**config.mk**
```make
export PLATFORM = sky130hd
export DESIGN_NAME = xorshift32_ranged_random
export DESIGN_NICKNAME = d
export VERILOG_FILES = /design/src/rtl/xsr_pkg.sv /design/src/rtl/xsr_rem_unit.sv /design/src/rtl/xorshift32_ranged_random.sv
export SDC_FILE = /design/constraint.sdc
export NUM_CORES = 1
export LEC_CHECK = 0
export BUFFER_PORTS_ARGS = -buffer_cell sky130_fd_sc_hd__buf_2
export CAP_MARGIN = 30
export CORE_AREA = 2 2 203 205
export DETAILED_ROUTE_END_ITERATION = 10
export DIE_AREA = 0 0 205 207
export MAX_ROUTING_LAYER = met4
export PLACE_DENSITY = 0.58
export SKIP_CTS_REPAIR_TIMING = 1
export SLEW_MARGIN = 20
export SYNTH_ARGS = -nofsm -noshare
export SYNTH_HDL_FRONTEND = slang
export SYNTH_SLANG_ARGS = --single-unit
```
**constraint.sdc**
```tcl
create_clock -name i_clk -period 3.77 [get_ports i_clk]
set_input_delay 0 -clock i_clk [delete_from_list [all_inputs] [get_ports i_clk]]
set_output_delay 0 -clock i_clk [all_outputs]
set_load 0.1 [all_outputs]
```
**src/rtl/xsr_pkg.sv**
```systemverilog
// Package for the ranged xorshift32 generator.
// Holds the sequencer state type, the remainder-unit control and status structs
// and the fixed generator constants. It depends on nothing else.
`timescale 1ns / 1ps
`default_nettype none

package xsr_pkg;

    localparam int unsigned WORD_W     = 32;
    localparam int unsigned SHIFT_A    = 13;
    localparam int unsigned SHIFT_B    = 17;
    localparam int unsigned SHIFT_C    = 5;
    localparam logic [WORD_W-1:0] SEED_RESET = 32'd2463534242;

    // Counter for the bit steps of the remainder unit. It must be able to hold WORD_W itself.
    localparam int unsigned CNT_W = $clog2(WORD_W + 1);

    typedef enum logic {
        ST_IDLE,
        ST_BUSY
    } t_state;

    typedef struct packed {
        logic              start;
        logic [WORD_W-1:0] dividend;
        logic [WORD_W-1:0] divisor;
    } t_rem_ctrl;

    typedef struct packed {
        logic              busy;
        logic              done;
        logic [WORD_W-1:0] remainder;
    } t_rem_sts;

    function automatic logic [WORD_W-1:0] advance_word(input logic [WORD_W-1:0] x);
        logic [WORD_W-1:0] t;
        t = x ^ (x << SHIFT_A);
        t = t ^ (t >> SHIFT_B);
        t = t ^ (t << SHIFT_C);
        return t;
    endfunction

endpackage

`default_nettype wire

```
**src/rtl/xsr_rem_unit.sv**
```systemverilog
// Radix-2 restoring remainder unit that retires one dividend bit per cycle.
// It depends on xsr_pkg for the word width and the control and status structs.
`timescale 1ns / 1ps
`default_nettype none

module xsr_rem_unit (
    input  wire logic             i_clk,
    input  wire logic             i_rst_n,
    input  wire xsr_pkg::t_rem_ctrl i_ctrl,
    output xsr_pkg::t_rem_sts     o_sts
);
    import xsr_pkg::*;

    logic [WORD_W-1:0] r_rem,  n_rem;
    logic [WORD_W-1:0] r_quo,  n_quo;
    logic [WORD_W-1:0] r_div,  n_div;
    logic [CNT_W-1:0]  r_cnt,  n_cnt;
    logic              r_busy, n_busy;
    logic              r_done, n_done;

    logic [WORD_W:0]   w_trial;
    logic [WORD_W:0]   w_diff;

    // The partial remainder stays below twice the divisor, so one extra bit is enough.
    // With a zero divisor, every subtraction removes nothing and the dividend comes out unchanged.
    assign w_trial = {r_rem, r_quo[WORD_W-1]};
    assign w_diff  = w_trial - {1'b0, r_div};

    always_comb begin
        n_rem  = r_rem;
        n_quo  = r_quo;
        n_div  = r_div;
        n_cnt  = r_cnt;
        n_busy = r_busy;
        n_done = r_done;
        if (i_ctrl.start) begin
            n_rem  = '0;
            n_quo  = i_ctrl.dividend;
            n_div  = i_ctrl.divisor;
            n_cnt  = CNT_W'(WORD_W);
            n_busy = 1'b1;
            n_done = 1'b0;
        end else if (r_busy) begin
            n_quo = r_quo << 1;
            if (w_trial >= {1'b0, r_div}) begin
                n_rem = w_diff[WORD_W-1:0];
            end else begin
                n_rem = w_trial[WORD_W-1:0];
            end
            n_cnt = r_cnt - CNT_W'(1);
            if (r_cnt == CNT_W'(1)) begin
                n_busy = 1'b0;
                n_done = 1'b1;
            end
        end
    end

    always_ff @(posedge i_clk) begin
        if (!i_rst_n) begin
            r_cnt  <= '0;
            r_busy <= 1'b0;
            r_done <= 1'b0;
        end else begin
            r_cnt  <= n_cnt;
            r_busy <= n_busy;
            r_done <= n_done;
        end
    end

    always_ff @(posedge i_clk) begin
        r_rem <= n_rem;
        r_quo <= n_quo;
        r_div <= n_div;
    end

    assign o_sts.busy      = r_busy;
    assign o_sts.done      = r_done;
    assign o_sts.remainder = r_rem;

endmodule

`default_nettype wire

```
**src/rtl/xorshift32_ranged_random.sv**
```systemverilog
// Top level of the ranged xorshift32 generator: handshakes, seed register,
// generator word, sequencer and output register. Depends on xsr_pkg and xsr_rem_unit.
`timescale 1ns / 1ps
`default_nettype none

// One request (range_low, range_high) gives one result. Once accepted, it passes through the
// bit-serial remainder unit, which starts at the accepting edge, and is then loaded into the
// output register; that load waits while an earlier result there is not taken. The block takes
// no new request in that time. The 32 steps of the remainder unit make up most of that time.
// The generator word is zero after reset. A request that finds it zero first loads it from
// the seed register, which resets to 2463534242. The result is range_low plus the advanced
// word modulo (range_high - range_low + 1), all in wrapping 32-bit arithmetic. When that span
// wraps to zero, the raw word is added. o_bounds_reversed flags range_high < range_low.
// A result that waits in the output register does not block the next request.
module xorshift32_ranged_random (
    input  wire logic        i_clk,
    input  wire logic        i_rst_n,
    input  wire logic        i_cfg_valid,
    output logic             o_cfg_ready,
    input  wire logic [31:0] i_seed_value,
    input  wire logic        i_in_valid,
    output logic             o_in_ready,
    input  wire logic signed [31:0] i_range_low,
    input  wire logic signed [31:0] i_range_high,
    output logic             o_out_valid,
    input  wire logic        i_out_ready,
    output logic signed [31:0] o_random_value,
    output logic             o_bounds_reversed
);
    import xsr_pkg::*;

    t_state            r_state, n_state;
    logic [WORD_W-1:0] r_seed;
    logic [WORD_W-1:0] r_gen_word, n_gen_word;
    logic [WORD_W-1:0] r_low;
    logic              r_rev;
    logic              r_out_valid;
    logic [WORD_W-1:0] r_out_value;
    logic              r_out_rev;

    logic              w_in_acc;
    logic              w_out_free;
    logic              w_load_out;
    logic [WORD_W-1:0] w_seeded;
    logic [WORD_W-1:0] w_span;
    t_rem_ctrl         w_rem_ctrl;
    t_rem_sts          w_rem_sts;

    assign o_cfg_ready = 1'b1;
    assign w_in_acc    = i_in_valid && o_in_ready;
    assign w_out_free  = !r_out_valid || i_out_ready;
    assign w_seeded    = (r_gen_word == '0) ? r_seed : r_gen_word;
    assign n_gen_word  = advance_word(w_seeded);
    assign w_span      = WORD_W'(i_range_high) - WORD_W'(i_range_low) + WORD_W'(1);

    // Next state.
    always_comb begin
        n_state = r_state;
        case (r_state)
            ST_IDLE: begin
                if (w_in_acc) begin
                    n_state = ST_BUSY;
                end
            end
            ST_BUSY: begin
                if (w_rem_sts.done && w_out_free) begin
                    n_state = ST_IDLE;
                end
            end
            default: n_state = ST_IDLE;
        endcase
    end

    // Sequencer outputs.
    always_comb begin
        o_in_ready = 1'b0;
        w_load_out = 1'b0;
        case (r_state)
            ST_IDLE: o_in_ready = 1'b1;
            ST_BUSY: w_load_out = w_rem_sts.done && w_out_free;
            default: begin
                o_in_ready = 1'b0;
                w_load_out = 1'b0;
            end
        endcase
    end

    assign w_rem_ctrl.start    = w_in_acc;
    assign w_rem_ctrl.dividend = n_gen_word;
    assign w_rem_ctrl.divisor  = w_span;

    xsr_rem_unit u_rem (
        .i_clk   (i_clk),
        .i_rst_n (i_rst_n),
        .i_ctrl  (w_rem_ctrl),
        .o_sts   (w_rem_sts)
    );

    always_ff @(posedge i_clk) begin
        if (!i_rst_n) begin
            r_state     <= ST_IDLE;
            r_seed      <= SEED_RESET;
            r_gen_word  <= '0;
            r_out_valid <= 1'b0;
        end else begin
            r_state <= n_state;
            if (i_cfg_valid && o_cfg_ready) begin
                r_seed <= i_seed_value;
            end
            if (w_in_acc) begin
                r_gen_word <= n_gen_word;
            end
            if (w_load_out) begin
                r_out_valid <= 1'b1;
            end else if (i_out_ready) begin
                r_out_valid <= 1'b0;
            end
        end
    end

    always_ff @(posedge i_clk) begin
        if (w_in_acc) begin
            r_low <= WORD_W'(i_range_low);
            r_rev <= (i_range_high < i_range_low);
        end
        if (w_load_out) begin
            r_out_value <= r_low + w_rem_sts.remainder;
            r_out_rev   <= r_rev;
        end
    end

    assign o_out_valid       = r_out_valid;
    assign o_random_value    = $signed(r_out_value);
    assign o_bounds_reversed = r_out_rev;

`ifndef SYNTHESIS
    a_idle_unit_quiet: assert property (@(posedge i_clk) disable iff (!i_rst_n)
        (r_state == ST_IDLE) |-> !w_rem_sts.busy)
        else $error("remainder unit busy while sequencer idle");

    a_accept_starts: assert property (@(posedge i_clk) disable iff (!i_rst_n)
        w_in_acc |=> (r_state == ST_BUSY) && w_rem_sts.busy && !w_rem_sts.done)
        else $error("accepted transaction did not start the remainder unit");

    a_word_nonzero: assert property (@(posedge i_clk) disable iff (!i_rst_n)
        (w_in_acc && (r_seed != '0)) |=> (r_gen_word != '0))
        else $error("generator word zero after seeded advance");

    a_load_clears_busy: assert property (@(posedge i_clk) disable iff (!i_rst_n)
        w_load_out |=> (r_state == ST_IDLE) && o_out_valid)
        else $error("result load did not return sequencer to idle");
`endif

endmodule

`default_nettype wire

```
==> metrics.csv, run 1 <==
stage,metric,value,unit
place,gp_congestion,0.903,
floorplanning,fp.dieW,205,um
sta,fin_crit,3510,ps
floorplanning,rows,74,
power_and_ir_drop,totalPowerFinal,9.68,mW
clock_network,path_clk_slew,60,ps
floorplanning,core,40400,um^2
place,dp_slack,186,ps
finish,final_nets,2102,
floorplanning,ios,137,
setup_path,r2r-end,o_random_value[30]$_DFFE_PP_,
power_and_ir_drop,worst_ir_drop_vdd,0.000421,V
drt,vias,12259,
drt,totalWireLength,39.4,mm
setup_path,crit_start,i_range_low[1],
sta,finClkSkew,28.0,ps
synthesis,synth.distinct_cells,88,
job,maxCapViolCount,0,
grt,grt_overflow,0,
setup_path,crit_arrival,3840,ps
drt,vias_per_cell,5.09,
sta,fmax,285,MHz
synthesis,yosys_warnings,0,
clock_network,cts_sinks,236,
finish,stdcell_count,2408,
finish,n_antenna_cell,0,
synthesis,yosys.cell_count.top_type,nor2_1,
synthesis,syn_avg_cell_area,9.30,um^2
clock_network,insertion_delay,580,ps
setup_path,r2r_slack,270,ps
sta,report.final.slew_viol_count,0,
grt,grt_max_degree,93,
synthesis,synth.area.top_cells,"edfxtp_1 (25%), dfxtp_1 (14%), ha_1 (10%)",
grt,grt_first_pass_wirelength,61.8,mm
finish,area_growth,18.9,%
sta,finalHoldViolations,0,
drt,dr_wl_met2,18.2,mm
setup_path,cp-end-kind,register,
grt,grt_use_total,0.186,
drt,wl_met3,1.42,mm
sta,min_period_over_period,0.932,
synthesis,synth.yosys.seq_area_share,0.389,
synthesis,synth_edf_count,130,
drt,antenna_left,0,
drt,highest_layer,met4,
sta,relSlewSlack,0.383,
clock_network,cts_root_buf,clkbuf_16,
setup_path,path_max_fanout,5,
clock_network,cts_tree,yes,
drt,wl_per_cell,16.4,um
finish,multi_input_comb_area,8730,um^2
grt,antenna_found_initial,0,
drt,first_pass_iters,5,
synthesis,yosys.area.top_type_share,0.252,
synthesis,ys_ff_latch,236,
grt,grt_pass1_vias,11796,
drt,drt_iter0_drc,648,
synthesis,syn_inst,1666,
finish,regArea,6030,um^2
setup_path,max_stage_delay,520,ps
finish,drive_above_1_share,0.126,
setup_path,cp-start-kind,input port,
power_and_ir_drop,p_per_area,525,nW/um^2
synthesis,netlist_area,15500,um^2
clock_network,cts_buffers,28,
setup_path,reg2regPathDepth,13,
synthesis,synthTopCellsByCount,"nor2_1 (178), nand2_1 (143), edfxtp_1 (130)",
run_status,outcome,"finished, final reports clean",
clock_network,htree_num_levels,1,
place,dp_hpwl,29.7,mm
drt,drt_drc_violations_left,0,
setup_path,crit_slowest_cell,dlygate4sd3_1,
floorplanning,die_h,207,um
floorplanning,dieArea,42400,um^2
setup_path,setup.worst_path.end,u_rem.r_div[29]$_DFFE_PP_,
synthesis,synth_top_cell_by_area,edfxtp_1,
power_and_ir_drop,power.leakage,7.91,nW
synthesis,async_reset_ff_frac,0,
setup_path,crit_type,in -> reg,
sta,setup_viol,0,
setup_path,required,4090,ps
setup_path,cp_common_cell,inv_1,
min_path,hold_path.class,in -> reg,
clock_network,ctsLongestPathBuffers,3,
finish,fill_cells,3954,
setup_path,path_cells,"dlygate4sd3_1, buf_2, inv_1, ha_1, inv_1, ha_1, inv_1, fa_1, nor2_1, o31ai_1, a22oi_1, a31oi_1, a211o_1, a31o_2, o311ai_0, a21oi_1, xnor2_1",
synthesis,ys.flop_type,edfxtp_1,
floorplanning,initial_core_util,0.384,
synthesis,syn_nets,1914,
sta,worst_slew_pin_slew,926,ps
place,port_buffers,135,
sta,fin_ws,256,ps
setup_path,r2r_start,r_low[0]$_DFFE_PP_,
place,dp.cells,2286,
drt,wl_met1,18.8,mm
==> worst min path at each step <==
stage,from,to,slack (ps),depth (start not counted)
after floorplan,i_range_low[0],r_low[0]$_DFFE_PP_,100,0
after global placement,i_range_low[16],r_low[16]$_DFFE_PP_,190,1
after detailed placement,i_range_low[18],r_low[18]$_DFFE_PP_,190,1
after CTS,i_range_low[18],r_low[18]$_DFFE_PP_,-420,1
after global routing,i_rst_n,r_seed[5]$_SDFFE_PN1P_,3,2
final,i_rst_n,r_seed[5]$_SDFFE_PN1P_,9,2
==> per-layer routing <==
| layer | vias to the layer above | track usage |
|---|---|---|
| met4 | 0 | 0.0556 |
| li1 | 6287 | - |
| met2 | 218 | 0.297 |
| met5 | - | - |
| met1 | 5695 | 0.250 |
| met3 | 59 | 0.0186 |
==> cells by family after synthesis <==
kind of cell	synth area share
and+or+nand+nor	0.143
adders and majority gates	0.127
other	0.000242
buffers and inverters	0.0489
xor gates and xnor gates	0.0842
muxes	0.0329
DFF	0.389
AOI/OAI and AO/OA	0.174
==> where the power goes <==
part,switching [mW],internal [mW]
logic,1.85,1.39
clock network,1.16,1.89
registers,0.255,3.13
total,3.27,6.42
==> state kept, by name, indices dropped and copies added, names as in the netlist <==
name               count
o_random_value        32
r_gen_word            32
r_low                 32
r_seed                32
u_rem.r_div           32
u_rem.r_quo           32
u_rem.r_rem           32
u_rem.r_cnt            6
o_bounds_reversed      1
o_out_valid            1
r_rev                  1
r_state                1
u_rem.r_busy           1
u_rem.r_done           1
==> placed cells by master, fill, tap and decap left out, types with 16 or more instances in the layout <==
master	n
nand2_1	142
nor4_1	16
inv_1	125
a21oi_1	113
dfxtp_1	105
a211oi_1	27
xnor2_1	101
a31oi_1	25
o21a_1	17
dlygate4sd3_1	69
nor2b_1	29
o21ai_0	94
mux2i_1	46
nand4_1	19
nor2_1	178
fa_1	18
a21o_1	35
buf_2	135
nand3_1	27
ha_1	129
clkbuf_16	28
edfxtp_1	130
xor2_1	48
==> through the flow <==
stage | utilization | hold WS, ps | instance area (um^2) | setup TNS (ps)
global placement | 0.413 | 191 | 16700 | 0
CTS | 0.439 | -424 | 17700 | 0
global route | 0.456 | 3.45 | 18400 | -1.54
finish | 0.456 | 9.18 | 18400 | 0
floorplan | - | 98.9 | 15500 | 0
detailed placement | 0.413 | 192 | 16700 | 0
==> critical path: cells and delay by family <==
family	cells	cell delay, ps
adders and majority gates	3	840
and+or+nand+nor	1	180
AOI/OAI and AO/OA	7	1870
buffers and inverters	5	800
xor gates and xnor gates	1	130
==> layout make-up <==
cell class                      count  share of cell area
Clock buffer                       32              0.0399
Clock inverter                     20              0.0168
Inverter                          126              0.0258
Multi-Input combinational cell   1246               0.474
Sequential cell                   236               0.327
Tap cell                          532              0.0361
Timing Repair Buffer              216              0.0807
Power figures use the tool's default switching activity.
==> inputs of run 2 (changes only) <==
- CORE_AREA: 2 2 203 205 -> 2 2 185 187
- DIE_AREA: 0 0 205 207 -> 0 0 187 189
- PLACE_DENSITY: 0.58 -> 0.67
==> metrics.csv, run 2 (same netlist as run 1, synthesis figures left out) <==
stage,metric,value,unit,change
run_status,outcome,"complete, but fails checks",,"was finished, final reports clean"
run_status,violations,negative hold slack,,
setup_path,path_max_fanout,3,,was 5
setup_path,cp-end-kind,register,,unchanged
drt,drt_drc_violations_left,0,,unchanged
finish,n_antenna_cell,0,,unchanged
clock_network,ctsLongestPathBuffers,3,,unchanged
floorplanning,dieArea,35300,um^2,"was 42,400 um^2"
grt,grt_max_degree,97,,was 93
setup_path,crit_slowest_cell,fa_1,,was dlygate4sd3_1
sta,finClkSkew,12.3,ps,was 28.0 ps
sta,relSlewSlack,0.368,,was 0.383
clock_network,cts_buffers,28,,unchanged
sta,report.final.slew_viol_count,0,,unchanged
clock_network,cts_sinks,236,,unchanged
min_path,hold_path.class,in -> reg,,unchanged
drt,totalWireLength,38.6,mm,was 39.4 mm
finish,area_growth,18.1,%,was 18.9%
floorplanning,initial_core_util,0.466,,was 0.384
grt,grt_pass1_vias,11737,,"was 11,796"
grt,antenna_found_initial,0,,unchanged
place,dp.cells,2201,,"was 2,286"
sta,rsz0062_at_grt,false,,
floorplanning,fp.dieW,187,um,was 205 um
grt,grt_overflow,0,,unchanged
setup_path,crit_type,reg -> reg,,was in -> reg
clock_network,insertion_delay,550,ps,was 580 ps
job,maxCapViolCount,0,,unchanged
sta,worst_slew_pin_slew,948,ps,was 926 ps
sta,setup_tns,0,ps,unchanged
drt,antenna_left,0,,unchanged
power_and_ir_drop,power_switching_share,0.338,,was 0.337
power_and_ir_drop,p_int,6.28,mW,was 6.42 mW
power_and_ir_drop,comb_power_share,0.344,,was 0.335
grt,grt_first_pass_wirelength,60.7,mm,was 61.8 mm
drt,vias_per_cell,5.36,,was 5.09
finish,fill_cells,2977,,"was 3,954"
power_and_ir_drop,worst_ir_drop_vdd,0.000335,V,was 0.000421 V
place,dp_hpwl,28.7,mm,was 29.7 mm
drt,wl_per_cell,16.6,um,was 16.4 um
sta,finalHoldViolations,1,,was 0
clock_network,cts_tree,yes,,unchanged
setup_path,max_stage_delay,450,ps,was 520 ps
setup_path,path_cells,"ha_1, fa_1, a211oi_2, nor2_1, o311ai_2, buf_4, a31oi_1, o311ai_2, a21oi_1, a2111oi_2, buf_4, o21ai_0, xor2_1",,"was dlygate4sd3_1, buf_2, inv_1, ha_1, inv_1, ha_1, inv_1, fa_1, nor2_1, o31ai_1, a22oi_1, a31oi_1, a211o_1, a31o_2, o311ai_0, a21oi_1, xnor2_1"
drt,first_pass_iters,7,,was 5
finish,final_nets,2102,,unchanged
clock_network,path_clk_slew,60,ps,about the same
setup_path,required,4060,ps,was 4090 ps
setup_path,cp_top_family,compound AO/OA/AOI/OAI gates,,unchanged
finish,regArea,6030,um^2,unchanged
sta,fin_crit,3580,ps,was 3510 ps
place,placed_area,16600,um^2,"was 16,700 um^2"
place,gp_congestion,0.938,,was 0.903
grt,grt_use_total,0.216,,was 0.186
sta,setup_viol,0,,unchanged
finish,layout_common_cells,"nor2_1 (178), nand2_1 (142), buf_2 (135), edfxtp_1 (130), ha_1 (129)",,unchanged
floorplanning,ios,137,,unchanged
drt,drt_iter0_drc,681,,was 648
power_and_ir_drop,power.switching,3.22,mW,was 3.27 mW
floorplanning,die_h,189,um,was 207 um
finish,design_area,18300,um^2,"was 18,400 um^2"
power_and_ir_drop,power.leakage,7.89,nW,was 7.91 nW
setup_path,cp_num_buf_inv,2,,was 5
finish,fin_util,0.550,,was 0.456
setup_path,cp-start-kind,register,,was input port
power_and_ir_drop,p_clk_frac,0.299,,was 0.315
power_and_ir_drop,sequentialPowerShare,0.357,,was 0.350
setup_path,crit_arrival,3870,ps,was 3840 ps
finish,stdcell_count,2323,,"was 2,408"
finish,final_common_cell,nor2_1,,unchanged
sta,whs,-30.1,ps,was 9.18 ps
clock_network,cts_root_buf,clkbuf_16,,unchanged
sta,min_period_over_period,0.950,,was 0.932
floorplanning,rows,67,,was 74
floorplanning,core,33300,um^2,"was 40,400 um^2"
finish,multi_input_comb_area,8750,um^2,was 8730 um^2
clock_network,htree_num_levels,1,,unchanged
finish,drive_above_1_share,0.125,,was 0.126
drt,vias,12444,,"was 12,259"
place,port_buffers,135,,unchanged
sta,fmax,279,MHz,was 285 MHz
power_and_ir_drop,p_per_area,519,nW/um^2,was 525 nW/um^2
[run 2: worst register-to-register path, stage by stage, from the launching register on]
cell and delay, ps:
edfxtp_1 360, ha_1 250, fa_1 450, a211oi_2 220, nor2_1 120, o311ai_2 270
buf_4 180, a31oi_1 160, o311ai_2 400, a21oi_1 140, a2111oi_2 380, buf_4 170
o21ai_0 80, xor2_1 150
[run 2: final timing paths]
check | slack (ps) | end | startpoint | cells past startpoint
min reg2reg | 430 | o_bounds_reversed$_DFFE_PP_ | r_rev$_DFFE_PP_ | 0
max | 190 | o_random_value[30]$_DFFE_PP_ | r_low[0]$_DFFE_PP_ | 13
max reg2reg | 190 | o_random_value[30]$_DFFE_PP_ | r_low[0]$_DFFE_PP_ | 13
min | -30 | r_seed[31]$_SDFFE_PN1P_ | i_rst_n | 2
[run 2: power by group through the flow]
stage | combinational (mW) | clock (mW) | sequential, mW
after floorplan | 2.50 | 0 | 3.35
final | 3.26 | 2.84 | 3.39
after global placement | 3.14 | 0 | 3.43
after global routing | 3.64 | 3.01 | 3.43
after detailed placement | 3.17 | 0 | 3.44
after CTS | 3.20 | 2.90 | 3.39
[run 2: cell type report]
type / instances / share of cell area
multi-input cells: 1246 / 0.478
clock buffers: 41 / 0.0483
inverters: 126 / 0.0260
well taps: 448 / 0.0306
repair buffers: 216 / 0.0820
flip-flops and latches: 236 / 0.329
clock inverters: 10 / 0.00581
[run 2: metal layers]
metal  track usage  routed length [um]  vias up
met5             -                   0        -
met3        0.0221                1700       73
li1              -                   -     6279
met1         0.283               17600     5780
met2         0.359               18300      312
met4        0.0601                1020        0
[run 2: through the flow]
step	power (mW)	worst slack (ps)
floorplan	5.85	30.9
global placement	6.57	245
detailed placement	6.61	34.9
CTS	9.49	6.29
global route	10.1	19.4
finish	9.50	188
==> inputs of run 3 (changes only) <==
- CORE_AREA: 2 2 185 187 -> 2 2 190 192
- DIE_AREA: 0 0 187 189 -> 0 0 192 194
- SYNTH_HIERARCHICAL: unset -> 1
==> metrics.csv, run 3 <==
stage,metric,value,unit,change
place,dp_slack,423,ps,was 34.9 ps
setup_path,max_stage_delay,490,ps,was 450 ps
setup_path,cp-end-kind,register,,unchanged
grt,grt_max_degree,68,,was 97
drt,first_pass_iters,5,,was 7
synthesis,syn_inst,1693,,"was 1,666"
synthesis,syn_nets,1938,,"was 1,914"
drt,vias_per_cell,5.57,,was 5.36
power_and_ir_drop,power.switching,4.12,mW,was 3.22 mW
sta,fmax,296,MHz,was 279 MHz
sta,setup_viol,0,,unchanged
min_path,holdPathStages,3,,was 2
grt,grt_use_total,0.220,,was 0.216
finish,final_common_cell,nor2_1,,unchanged
clock_network,path_clk_slew,60,ps,about the same
setup_path,cp_num_buf_inv,1,,was 2
run_status,violations,negative hold slack,,unchanged
finish,drive_above_1_share,0.148,,was 0.125
finish,fill_cells,3117,,"was 2,977"
sta,report.final.slew_viol_count,0,,unchanged
run_status,outcome,"complete, but fails checks",,unchanged
power_and_ir_drop,power.leakage,8.19,nW,was 7.89 nW
power_and_ir_drop,p_clk_frac,0.249,,was 0.299
setup_path,crit_type,reg -> reg,,unchanged
sta,rsz0062_at_grt,false,,unchanged
sta,finalHoldViolations,1,,unchanged
setup_path,path_cells,"ha_1, a211oi_1, nor2_1, o21ai_0, a2111oi_0, buf_4, o41ai_1, a21oi_1, nor4_1, a311oi_1",,"was ha_1, fa_1, a211oi_2, nor2_1, o311ai_2, buf_4, a31oi_1, o311ai_2, a21oi_1, a2111oi_2, buf_4, o21ai_0, xor2_1"
setup_path,cp-start-kind,register,,unchanged
drt,antenna_left,0,,unchanged
setup_path,crit_arrival,3660,ps,was 3870 ps
power_and_ir_drop,power_switching_share,0.367,,was 0.338
power_and_ir_drop,p_int,7.09,mW,was 6.28 mW
drt,drt_iter0_drc,704,,was 681
place,port_buffers,135,,unchanged
floorplanning,fp.dieW,192,um,was 187 um
setup_path,cp_top_family,compound AO/OA/AOI/OAI gates,,unchanged
sta,finClkSkew,20.4,ps,was 12.3 ps
min_path,hold_path.class,in -> reg,,unchanged
clock_network,cts_sinks,236,,unchanged
drt,drt_drc_violations_left,0,,unchanged
setup_path,reg2regPathDepth,10,,was 13
min_path,holdCritStartpoint,i_range_high[2],,was i_rst_n
place,dp_hpwl,30.6,mm,was 28.7 mm
power_and_ir_drop,sequentialPowerShare,0.330,,was 0.357
grt,grt_first_pass_wirelength,64.0,mm,was 60.7 mm
drt,totalWireLength,40.8,mm,was 38.6 mm
power_and_ir_drop,comb_power_share,0.420,,was 0.344
power_and_ir_drop,p_per_area,585,nW/um^2,was 519 nW/um^2
drt,wl_per_cell,17.2,um,was 16.6 um
floorplanning,die_h,194,um,was 189 um
setup_path,r2r_slack,390,ps,was 190 ps
setup_path,crit_slowest_cell,o21ai_0,,was fa_1
grt,antenna_found_initial,0,,unchanged
sta,setup_tns,0,ps,unchanged
sta,min_period_over_period,0.896,,was 0.950
finish,final_nets,2126,,"was 2,102"
min_path,min_to,u_rem/r_div[2]$_DFFE_PP_,,was r_seed[31]$_SDFFE_PN1P_
grt,grt_pass1_vias,12293,,"was 11,737"
floorplanning,initial_core_util,0.465,,was 0.466
finish,n_antenna_cell,0,,unchanged
place,gp_congestion,0.913,,was 0.938
synthesis,netlist_area,16400,um^2,"was 15,500 um^2"
drt,vias,13157,,"was 12,444"
clock_network,cts_tree,yes,,unchanged
setup_path,path_max_fanout,4,,was 3
synthesis,yosys_warnings,6,,was 0
setup_path,r2r_start,r_low[1]$_DFFE_PP_,,was r_low[0]$_DFFE_PP_
sta,whs,-14.4,ps,was -30.1 ps
clock_network,insertion_delay,560,ps,was 550 ps
job,maxCapViolCount,0,,unchanged
finish,layout_common_cells,"nor2_1 (138), inv_1 (137), buf_2 (135), edfxtp_1 (130), ha_1 (126)",,"was nor2_1 (178), nand2_1 (142), buf_2 (135), edfxtp_1 (130), ha_1 (129)"
clock_network,cts_root_buf,clkbuf_16,,unchanged
finish,area_growth,17.0,%,was 18.1%
grt,grt_overflow,0,,unchanged
floorplanning,rows,69,,was 67
synthesis,syn_avg_cell_area,9.68,um^2,was 9.30 um^2
floorplanning,ios,137,,unchanged
power_and_ir_drop,worst_ir_drop_vdd,0.000472,V,was 0.000335 V
clock_network,cts_buffers,28,,unchanged
sta,worst_slew_pin_slew,931,ps,was 948 ps
setup_path,required,4050,ps,was 4060 ps
clock_network,htree_num_levels,1,,unchanged
clock_network,ctsLongestPathBuffers,3,,unchanged
setup_path,r2r-end,o_random_value[31]$_DFFE_PP_,,was o_random_value[30]$_DFFE_PP_
floorplanning,core,35200,um^2,"was 33,300 um^2"
sta,relSlewSlack,0.380,,was 0.368
floorplanning,dieArea,37200,um^2,"was 35,300 um^2"
sta,fin_crit,3380,ps,was 3580 ps
sta,fin_ws,391,ps,was 188 ps
==> run 3: changes by cell type in the layout (fill, tap and decap cells not counted), moves of 14 or more <==
cell / before / now
mux2_2: 3 / 32
xnor2_1: 101 / 69
mux2i_1: 46 / 60
nor2_1: 178 / 138
nand2_1: 142 / 100
a21oi_1: 113 / 97
o21ai_0: 94 / 76
and3_1: 10 / 26
==> run 3: metal layers <==
layer  global-route usage  part of all wire
met3               0.0224             0.037
met2                0.359              0.48
met5                    -                 0
met1                0.288              0.46
met4               0.0633             0.024
==> run 3: how the worst max path moves through the flow <==
stage,start,end,slack [ps],cells after the start
2_1_floorplan,r_state$_SDFF_PN0_,u_rem/r_rem[27]$_SDFFE_PP0P_,280,9
3_3_place_gp,r_low[1]$_DFFE_PP_,o_random_value[31]$_DFFE_PP_,550,10
3_5_place_dp,r_low[1]$_DFFE_PP_,o_random_value[31]$_DFFE_PP_,420,10
4_1_cts,r_low[1]$_DFFE_PP_,o_random_value[31]$_DFFE_PP_,390,10
5_1_grt,r_low[1]$_DFFE_PP_,o_random_value[31]$_DFFE_PP_,150,10
6_report,r_low[1]$_DFFE_PP_,o_random_value[31]$_DFFE_PP_,390,10
==> run 3: final cells by class <==
| cell class | instances | area [um^2] | share of cell area |
|---|---|---|---|
| Multi-Input combinational cell | 1260 | 9570 | 0.500 |
| Sequential cell | 236 | 6030 | 0.315 |
| Tap cell | 461 | 577 | 0.0301 |
| Timing Repair Buffer | 217 | 1490 | 0.0778 |
| Clock buffer | 44 | 863 | 0.0451 |
| Clock inverter | 8 | 104 | 0.00542 |
| Inverter | 138 | 523 | 0.0273 |
==> run 3: tightest hold or removal path, delay by kind of cell <==
kind                     cells  cell delay (ps)
buffers and inverters        1               80
adder cells (fa/ha/maj)      2              360
==> run 3: power groups by stage <==
stage / registers, mW / clock network (mW) / logic [mW]
6_report: 3.70 / 2.80 / 4.71
2_1_floorplan: 3.59 / 0 / 3.62
3_5_place_dp: 3.74 / 0 / 4.60
3_3_place_gp: 3.73 / 0 / 4.53
4_1_cts: 3.69 / 2.86 / 4.65
5_1_grt: 3.74 / 2.98 / 5.17
==> run 3: through the flow <==
step / utilization / total power [mW] / hold slack [ps] / area [um^2] / instances
final: 0.544 / 11.2 / -14.4 / 19200 / 2364
after global routing: 0.544 / 11.9 / 8.54 / 19200 / 2364
after CTS: 0.525 / 11.2 / -408 / 18500 / 2297
after detailed placement: 0.497 / 8.35 / 193 / 17500 / 2245
after global placement: 0.497 / 8.26 / 190 / 17500 / 2244
after floorplan: - / 7.22 / 98.9 / 16400 / 1693
